==> src/bba_pkg.sv <==
// Package for the block bitmap allocator.
// Holds the word types, opcodes, register indexes and reset values.
// Used by every file under src; depends on nothing else.
package bba_pkg;

	// Free map is kept in rows of this many bits.
	localparam int ROW_W    = 16;
	localparam int ROW_BITS = 4;

	localparam int CFG_IDX_W  = 1;
	localparam int CFG_DATA_W = 11;

	localparam logic [1:0] OP_ALLOC  = 2'd0;
	localparam logic [1:0] OP_FREE   = 2'd1;
	localparam logic [1:0] OP_FORMAT = 2'd2;

	localparam logic [CFG_IDX_W-1:0] REG_BLOCK_SHIFT    = 1'd0;
	localparam logic [CFG_IDX_W-1:0] REG_RESERVED_COUNT = 1'd1;

	localparam logic [4:0]  BLOCK_SHIFT_RESET = 5'd12;
	localparam logic [10:0] RESERVED_RESET    = 11'd14;

	typedef struct packed {
		logic [1:0]  opcode;
		logic [18:0] byte_count;
		logic [9:0]  block_index;
	} cmd_word_t;

	typedef struct packed {
		logic [9:0] granted_block;
		logic       granted_valid;
		logic       last_of_run;
		logic       short_grant;
	} result_word_t;

	typedef struct packed {
		logic                found;
		logic [ROW_BITS-1:0] pos;
	} pick_t;

endpackage

==> src/bba_map_ram.sv <==
// Free-map row memory of the block bitmap allocator.
// One write port and one read port with registered read data; uses bba_pkg.
module bba_map_ram #(
	parameter int ROWS = 64,
	parameter int AW   = 6
) (
	input  logic                     clk,
	input  logic                     we,
	input  logic [AW-1:0]            waddr,
	input  logic [bba_pkg::ROW_W-1:0] wdata,
	input  logic                     re,
	input  logic [AW-1:0]            raddr,
	output logic [bba_pkg::ROW_W-1:0] rdata
);

	logic [bba_pkg::ROW_W-1:0] mem [ROWS];
	logic [bba_pkg::ROW_W-1:0] rdata_q;

	always_ff @(posedge clk) begin
		if (we) begin
			mem[waddr] <= wdata;
		end
		if (re) begin
			rdata_q <= mem[raddr];
		end
	end

	assign rdata = rdata_q;

endmodule

==> src/bba_pick.sv <==
// Lowest-set-bit finder shared by the allocation scan.
// Reports whether a row word has a free block and where the lowest one is; uses bba_pkg.
module bba_pick (
	input  logic [bba_pkg::ROW_W-1:0] word,
	output bba_pkg::pick_t            pick
);

	always_comb begin
		pick.found = |word;
		pick.pos   = '0;
		// Walking downwards leaves the lowest set bit as the final answer.
		for (int b = bba_pkg::ROW_W - 1; b >= 0; b--) begin
			if (word[b]) begin
				pick.pos = bba_pkg::ROW_BITS'(b);
			end
		end
	end

endmodule

==> src/block_bitmap_allocator.sv <==
// First-fit block allocator over a one-bit-per-block free map held in a memory of
// 16-bit rows. A command is taken when start is high and busy is low; results come out
// on result with result_strobe high for one cycle each and cannot be held off. Free
// reads the row and writes it back with the bit set. Format rewrites one row a cycle
// over ROWS = ceil(NUM_BLOCKS / 16) rows, as does the clearing pass after reset.
// Allocate first works out the block count and ends there for a zero-byte request;
// otherwise each row is loaded, scanned and written back while the next is read on the
// read port, and the shared bit finder claims one block per cycle. Configuration
// writes are always taken; the block shift applies from the next allocate and the
// reserved count from the next format.
module block_bitmap_allocator #(
	parameter int NUM_BLOCKS = 1024,
	parameter int MAX_GRANT  = 64
) (
	input  logic                               clk,
	input  logic                               arst_n,
	input  logic                               start,
	output logic                               busy,
	input  bba_pkg::cmd_word_t                 cmd,
	output logic                               result_strobe,
	output bba_pkg::result_word_t              result,
	input  logic                               cfg_valid,
	output logic                               cfg_ready,
	input  logic [bba_pkg::CFG_IDX_W-1:0]      cfg_index,
	input  logic [bba_pkg::CFG_DATA_W-1:0]     cfg_data
);

	localparam int ROWS = (NUM_BLOCKS + bba_pkg::ROW_W - 1) / bba_pkg::ROW_W;
	localparam int RAW  = (ROWS > 1) ? $clog2(ROWS) : 1;
	localparam int BNW  = RAW + bba_pkg::ROW_BITS;
	localparam int LW   = $clog2(NUM_BLOCKS + 1);
	localparam int CW   = $clog2(MAX_GRANT + 1);
	localparam int REM  = NUM_BLOCKS % bba_pkg::ROW_W;
	localparam logic [bba_pkg::ROW_W-1:0] LAST_MASK =
		(REM == 0) ? '1 : bba_pkg::ROW_W'((32'd1 << REM) - 32'd1);
	localparam logic [RAW-1:0] LAST_ROW = RAW'(ROWS - 1);

	typedef enum logic [8:0] {
		ST_CLEAR   = 9'b000000001,
		ST_IDLE    = 9'b000000010,
		ST_CALC    = 9'b000000100,
		ST_LOAD    = 9'b000001000,
		ST_SCAN    = 9'b000010000,
		ST_WB      = 9'b000100000,
		ST_FINISH  = 9'b001000000,
		ST_FREE_RD = 9'b010000000,
		ST_FREE_WR = 9'b100000000
	} state_t;

	state_t state_q;

	logic [4:0]  block_shift_q;
	logic [10:0] reserved_q;
	logic [LW-1:0]  lim_q;
	logic [RAW-1:0] row_q;
	logic [CW-1:0]  count_q;
	logic           pend_v_q;
	logic           strobe_q;

	logic [18:0] bytes_q;
	logic [18:0] need_q;
	logic [CW-1:0] want_q;
	logic [bba_pkg::ROW_W-1:0] row_word_q;
	logic [BNW-1:0] pend_blk_q;
	logic [bba_pkg::ROW_BITS-1:0] bit_q;
	bba_pkg::result_word_t res_q;

	logic accept;
	logic [18:0] need;
	logic [18:0] quot;
	logic [18:0] low_bits;
	logic [CW-1:0] want;
	logic [LW-1:0] lim_new;
	logic idx_ok;
	logic claim;
	logic [BNW-1:0] new_blk;
	logic [31:0] pend_ext;
	logic [bba_pkg::ROW_W-1:0] fmt_word;

	logic ram_we;
	logic ram_re;
	logic [RAW-1:0] ram_waddr;
	logic [RAW-1:0] ram_raddr;
	logic [bba_pkg::ROW_W-1:0] ram_wdata;
	logic [bba_pkg::ROW_W-1:0] ram_rdata;

	bba_pkg::pick_t pick;

	bba_map_ram #(
		.ROWS (ROWS),
		.AW   (RAW)
	) u_ram (
		.clk   (clk),
		.we    (ram_we),
		.waddr (ram_waddr),
		.wdata (ram_wdata),
		.re    (ram_re),
		.raddr (ram_raddr),
		.rdata (ram_rdata)
	);

	bba_pick u_pick (
		.word (row_word_q),
		.pick (pick)
	);

	assign busy          = (state_q != ST_IDLE);
	assign accept        = start && !busy;
	assign cfg_ready     = 1'b1;
	assign result_strobe = strobe_q;
	assign result        = res_q;

	// Rounding up: whole blocks plus one more if any remainder bits are set.
	assign quot     = bytes_q >> block_shift_q;
	assign low_bits = bytes_q & ~(19'h7FFFF << block_shift_q);
	assign need     = quot + 19'(|low_bits);
	assign want     = (need > 19'(MAX_GRANT)) ? CW'(MAX_GRANT) : CW'(need);

	assign lim_new = (32'(reserved_q) > NUM_BLOCKS) ? LW'(NUM_BLOCKS) : LW'(reserved_q);
	assign idx_ok  = (32'(cmd.block_index) < NUM_BLOCKS);
	assign claim   = pick.found && (count_q < want_q);
	assign new_blk = {row_q, pick.pos};
	assign pend_ext = 32'(pend_blk_q);

	// Row contents after a format: reserved rows cleared, the boundary row split.
	always_comb begin
		if (32'(row_q) < 32'(lim_q >> bba_pkg::ROW_BITS)) begin
			fmt_word = '0;
		end else if (32'(row_q) == 32'(lim_q >> bba_pkg::ROW_BITS)) begin
			fmt_word = '1 << lim_q[bba_pkg::ROW_BITS-1:0];
		end else begin
			fmt_word = '1;
		end
		if (row_q == LAST_ROW) begin
			fmt_word = fmt_word & LAST_MASK;
		end
	end

	always_comb begin
		ram_we    = 1'b0;
		ram_re    = 1'b0;
		ram_waddr = row_q;
		ram_raddr = row_q;
		ram_wdata = row_word_q;
		unique case (state_q)
			ST_CLEAR: begin
				ram_we    = 1'b1;
				ram_wdata = fmt_word;
			end
			ST_CALC: begin
				ram_re    = 1'b1;
				ram_raddr = '0;
			end
			ST_WB: begin
				ram_we    = 1'b1;
				ram_re    = 1'b1;
				ram_raddr = row_q + RAW'(1);
			end
			ST_FREE_RD: begin
				ram_re = 1'b1;
			end
			ST_FREE_WR: begin
				ram_we    = 1'b1;
				ram_wdata = ram_rdata | (bba_pkg::ROW_W'(1) << bit_q);
			end
			default: begin
			end
		endcase
	end

	always_ff @(posedge clk or negedge arst_n) begin
		if (!arst_n) begin
			state_q       <= ST_CLEAR;
			block_shift_q <= bba_pkg::BLOCK_SHIFT_RESET;
			reserved_q    <= bba_pkg::RESERVED_RESET;
			lim_q         <= (32'(bba_pkg::RESERVED_RESET) > NUM_BLOCKS) ?
				LW'(NUM_BLOCKS) : LW'(bba_pkg::RESERVED_RESET);
			row_q         <= '0;
			count_q       <= '0;
			pend_v_q      <= 1'b0;
			strobe_q      <= 1'b0;
		end else begin
			strobe_q <= 1'b0;
			if (cfg_valid) begin
				unique case (cfg_index)
					bba_pkg::REG_BLOCK_SHIFT:    block_shift_q <= cfg_data[4:0];
					bba_pkg::REG_RESERVED_COUNT: reserved_q    <= cfg_data;
					default: begin
					end
				endcase
			end
			unique case (state_q)
				ST_CLEAR: begin
					if (row_q == LAST_ROW) begin
						state_q <= ST_IDLE;
					end else begin
						row_q <= row_q + RAW'(1);
					end
				end
				ST_IDLE: begin
					if (accept) begin
						unique case (cmd.opcode)
							bba_pkg::OP_ALLOC: state_q <= ST_CALC;
							bba_pkg::OP_FREE: begin
								if (idx_ok) begin
									row_q   <= RAW'(cmd.block_index >> bba_pkg::ROW_BITS);
									state_q <= ST_FREE_RD;
								end
							end
							bba_pkg::OP_FORMAT: begin
								lim_q   <= lim_new;
								row_q   <= '0;
								state_q <= ST_CLEAR;
							end
							default: begin
							end
						endcase
					end
				end
				ST_CALC: begin
					count_q  <= '0;
					pend_v_q <= 1'b0;
					row_q    <= '0;
					if (need == '0) begin
						strobe_q <= 1'b1;
						state_q  <= ST_IDLE;
					end else begin
						state_q <= ST_LOAD;
					end
				end
				ST_LOAD: state_q <= ST_SCAN;
				ST_SCAN: begin
					if (claim) begin
						count_q  <= count_q + CW'(1);
						pend_v_q <= 1'b1;
						strobe_q <= pend_v_q;
					end else begin
						state_q <= ST_WB;
					end
				end
				ST_WB: begin
					if (count_q == want_q || row_q == LAST_ROW) begin
						state_q <= ST_FINISH;
					end else begin
						row_q   <= row_q + RAW'(1);
						state_q <= ST_LOAD;
					end
				end
				ST_FINISH: begin
					strobe_q <= 1'b1;
					state_q  <= ST_IDLE;
				end
				ST_FREE_RD: state_q <= ST_FREE_WR;
				ST_FREE_WR: state_q <= ST_IDLE;
				default: state_q <= ST_IDLE;
			endcase
		end
	end

	always_ff @(posedge clk) begin
		if (state_q == ST_IDLE && accept) begin
			bytes_q <= cmd.byte_count;
			bit_q   <= cmd.block_index[bba_pkg::ROW_BITS-1:0];
		end
		if (state_q == ST_CALC) begin
			need_q <= need;
			want_q <= want;
			res_q  <= '{granted_block: '0, granted_valid: 1'b0,
				last_of_run: 1'b1, short_grant: 1'b0};
		end
		if (state_q == ST_LOAD) begin
			row_word_q <= ram_rdata;
		end
		if (state_q == ST_SCAN && claim) begin
			row_word_q[pick.pos] <= 1'b0;
			pend_blk_q           <= new_blk;
			// The previous claim is only sent once another claim proves it is not the last.
			res_q <= '{granted_block: pend_ext[9:0], granted_valid: 1'b1,
				last_of_run: 1'b0, short_grant: 1'b0};
		end
		if (state_q == ST_FINISH) begin
			if (pend_v_q) begin
				res_q <= '{granted_block: pend_ext[9:0], granted_valid: 1'b1,
					last_of_run: 1'b1, short_grant: (19'(count_q) < need_q)};
			end else begin
				res_q <= '{granted_block: '0, granted_valid: 1'b0,
					last_of_run: 1'b1, short_grant: 1'b1};
			end
		end
	end

endmodule

==> config.mk <==
export PLATFORM = sky130hd
export DESIGN_NAME = block_bitmap_allocator
export DESIGN_NICKNAME = d
export VERILOG_FILES = /design/src/bba_pkg.sv /design/src/bba_map_ram.sv /design/src/bba_pick.sv /design/src/block_bitmap_allocator.sv
export SDC_FILE = /design/constraint.sdc
export NUM_CORES = 2
export LEC_CHECK = 0
export CAP_MARGIN = 25
export CORE_MARGIN = 1
export CORE_UTILIZATION = 35
export DETAILED_ROUTE_END_ITERATION = 10
export DONT_BUFFER_PORTS = 1
export PLACE_DENSITY = 0.59
export SYNTH_ARGS = -nofsm -noshare
export SYNTH_HDL_FRONTEND = slang
export SYNTH_HIERARCHICAL = 1
export SYNTH_SLANG_ARGS = --single-unit
==> constraint.sdc <==
create_clock -name clk -period 16.55 [get_ports clk]
set_input_delay 1.655 -clock clk [delete_from_list [all_inputs] [get_ports clk]]
set_output_delay 1.655 -clock clk [all_outputs]
set_load 0.02 [all_outputs]
==> results.sh <==
export IMPL_period_share=0.374
export IMPL_crit_path_max_fanout=90
export IMPL_muxShareOfSynthArea=0.145
export IMPL_synth_top_family_by_area="multiplexers"
export IMPL_yosysTopAreaCell="edfxtp_1"
export IMPL_cts_hold_buf=0
export IMPL_worstMarginPinSlew_ps=1000
export IMPL_min_period_ps=6180
export IMPL_chipWidth_um=377
export IMPL_synth_area_leaders="edfxtp_1 68%, mux4_2 11%, mux2i_1 2.3%, dfrtp_1 2.1%, mux2_2 1.3%"
export IMPL_finalHoldViolCount=0
export IMPL_synthToLayoutAreaGrowth_pct=12.6
export IMPL_die_area_sq_um=142000
export IMPL_grt_first_pass_wirelength_um=181000
export IMPL_row_count=137
export IMPL_max_slew_margin=0.330
export IMPL_drc=0
export IMPL_core_area_sq_um=139000
export IMPL_clkSinkCount=1179
export IMPL_critical_path_class="reg -> reg"
export IMPL_firstDrtPassIters=5
export IMPL_synthAdderAreaFrac=0.00713
export IMPL_synth_compound_area_frac=0.0485
export IMPL_setup_viol=0
export IMPL_drive_gt1_frac=0.215
export IMPL_clk_latency_ps=750
export IMPL_placed_cells=4577
export IMPL_grt_ovfl_total=0
export IMPL_ys_flop_type="edfxtp_1"
export IMPL_cp_end_kind="register"
export IMPL_clkTransAtPathRegs_ps=60
export IMPL_antenna_left=0
export IMPL_gp_congestion=0.852
export IMPL_maxCapViolCount=0
export IMPL_postSynthNetCount=2806
export IMPL_dpl_hpwl_um=74700
export IMPL_yosysSeqAreaShare=0.712
export IMPL_fin_cells=4788
export IMPL_wl_per_cell_um=25.7
export IMPL_wirelength_met1_um=51600
export IMPL_power_density_nw_per_um2=176
export IMPL_vias=25943
export IMPL_cts_max_path_buffers=3
export IMPL_cts_max_level=3
export IMPL_slew_violations=0
export IMPL_antenna_found_initial=0
export IMPL_grt_pass1_vias=25645
export IMPL_synth_xor_xnor_area_share=0.00321
export IMPL_synthSimpleGateAreaFrac=0.0610
export IMPL_setup_tns_ps=0
export IMPL_top_layer="met4"
export IMPL_synth_edf_count=1112
export IMPL_post_cts_resized=0
export IMPL_chipHeight_um=377
export IMPL_utilization=0.397
export IMPL_outcome="complete, no violations"
export IMPL_grt_max_degree=123
export IMPL_start_util=0.353
export IMPL_synth_area_sq_um=49100
export IMPL_cts_tree="yes"
export IMPL_post_cts_buffers=0
export IMPL_rsz0062_at_grt="false"
export IMPL_numCtsBuffers=114
export IMPL_critPathLaunchType="register"
export IMPL_ys_async_sr_fraction=0.0433
export IMPL_synth_seq_cells=1179
export IMPL_synth_top_cell_area_share=0.680
export IMPL_io_pins=63
export IMPL_arrival_ps=6650
export IMPL_ys_types=97
export IMPL_cts_root_buf="clkbuf_16"
export IMPL_vias_per_cell=5.42
export IMPL_critPathRequiredTime_ps=17020
export IMPL_grt_usage=0.174
export IMPL_irDropWorstVdd_v=0.000180
export IMPL_p_total_w=0.00972
export IMPL_syn_inst=2731
export IMPL_max_freq_mhz=162
export IMPL_skew_ps=46.6
export IMPL_syn_area_per_cell_sq_um=18.0
export IMPL_drt_wl_total_um=123000
export IMPL_wl_met2_um=59600
export IMPL_ys_warnings_count=6
export IMPL_nNetsFinal=2894
export IMPL_n_fill_cell=12461
export IMPL_portBuffers=0
export IMPL_dr_wl_met3_um=8400
export IMPL_hp_class="reg -> reg"
export IMPL_power_leakage_nw=17.8
export IMPL_drtIter0Drc=2562
[final timing paths]
check / slack [ps] / to / cells after the start / start
worst max-delay path: 10370 / u_ram/rdata[13]$_DFFE_PP_ / 12 / state_q[7]$_DFFE_PN0P_
worst min-delay path: 480 / lim_q[3]$_DFFE_PN1P_ / 2 / reserved_q[3]$_DFFE_PN1P_
worst max register to register: 10370 / u_ram/rdata[13]$_DFFE_PP_ / 12 / state_q[7]$_DFFE_PN0P_
worst min register to register: 480 / lim_q[3]$_DFFE_PN1P_ / 2 / reserved_q[3]$_DFFE_PN1P_
max in group asynchronous: 15730 / reserved_q[3]$_DFFE_PN1P_ / 0 / arst_n
min in group asynchronous: 610 / count_q[3]$_DFFE_PN0P_ / 0 / arst_n
[Yosys cell counts (all sizes together) (18+ instances only)]
library cell and n:
nor2b 61, o21ai 55, clkbuf 49, nand4 21, a21oi 59, buf 97, ha 28, nand3 48
a221oi 18, a22oi 43, inv 35, nor2 139, a31oi 25, mux4 238, mux2i 112, mux2 56
edfxtp 1112, nand2b 26, dfrtp 42, nand2 159, nor3 23
[cell usage in the layout, fill, tap and decap left out, drive strengths merged, types with 37 or more instances in the layout]
cell,instances
a22oi,43
a21oi,59
nand2,159
mux4,238
nor2b,61
o21ai,55
edfxtp,1112
inv,37
nor2,139
mux2i,112
buf,118
mux2,56
dfrtp,42
nand3,48
clkbuf,144
clkinv,51
[logic make-up after synthesis]
kind of cell | count (synthesis)
and+or+nand+nor | 584
other | 1
muxes | 406
DFF | 1179
adders and majority gates | 28
xor gates and xnor gates | 18
buffers and inverters | 183
AOI/OAI and AO/OA | 332
[state kept, by name, summed over array words and instances (netlist names)]
register       cells
result_strobe      1
reserved_q        11
u_ram/rdata       16
count_q            7
want_q             7
result            13
state_q            9
pend_blk_q        10
ram_waddr          6
pend_v_q           1
need_q            19
lim_q             11
row_word_q        16
block_shift_q      5
u_ram/mem       1024
bit_q              4
bytes_q           19
[per-stage QoR]
stage	worst slack, ps	cell area (sq um)	hold slack, ps
finish	10370	55300	476
global route	9960	55300	507
CTS	10230	55300	475
detailed placement	10200	51800	479
global placement	10160	51700	469
floorplan	9600	49100	450
[metal layers]
metal | GRT usage | vias up
met5 | 0 | -
met4 | 0.0576 | 0
li1 | - | 11236
met3 | 0.0300 | 174
met2 | 0.282 | 847
met1 | 0.236 | 13686
[critical path: stages (launching register included)]
cell and delay, ps:
dfrtp_1 420, nor2_1 170, nand4_1 130, or3b_2 720, o21ai_4 720, buf_4 680, buf_12 640, buf_12 640
mux4_2 580, mux2i_1 270, a22oi_1 140, a31oi_1 540, a311oi_1 110
[layout make-up]
type / instances / area [sq um] / area share
sequential: 1179 / 35000 / 0.632
multi-input combinational: 1369 / 13300 / 0.241
clock buffer: 144 / 2980 / 0.0538
tap: 1876 / 2350 / 0.0424
timing repair buffer: 118 / 983 / 0.0178
clock inverter: 63 / 578 / 0.0104
inverter: 37 / 139 / 0.00251
antenna: 2 / 5.00 / 0.0000904
[where the power goes]
group	switching [W]	internal [W]
registers	0.000155	0.00390
logic	0.00204	0.00113
clock network	0.00112	0.00138
total	0.00331	0.00641
No activity file was read; power rests on OpenSTA's default activity.
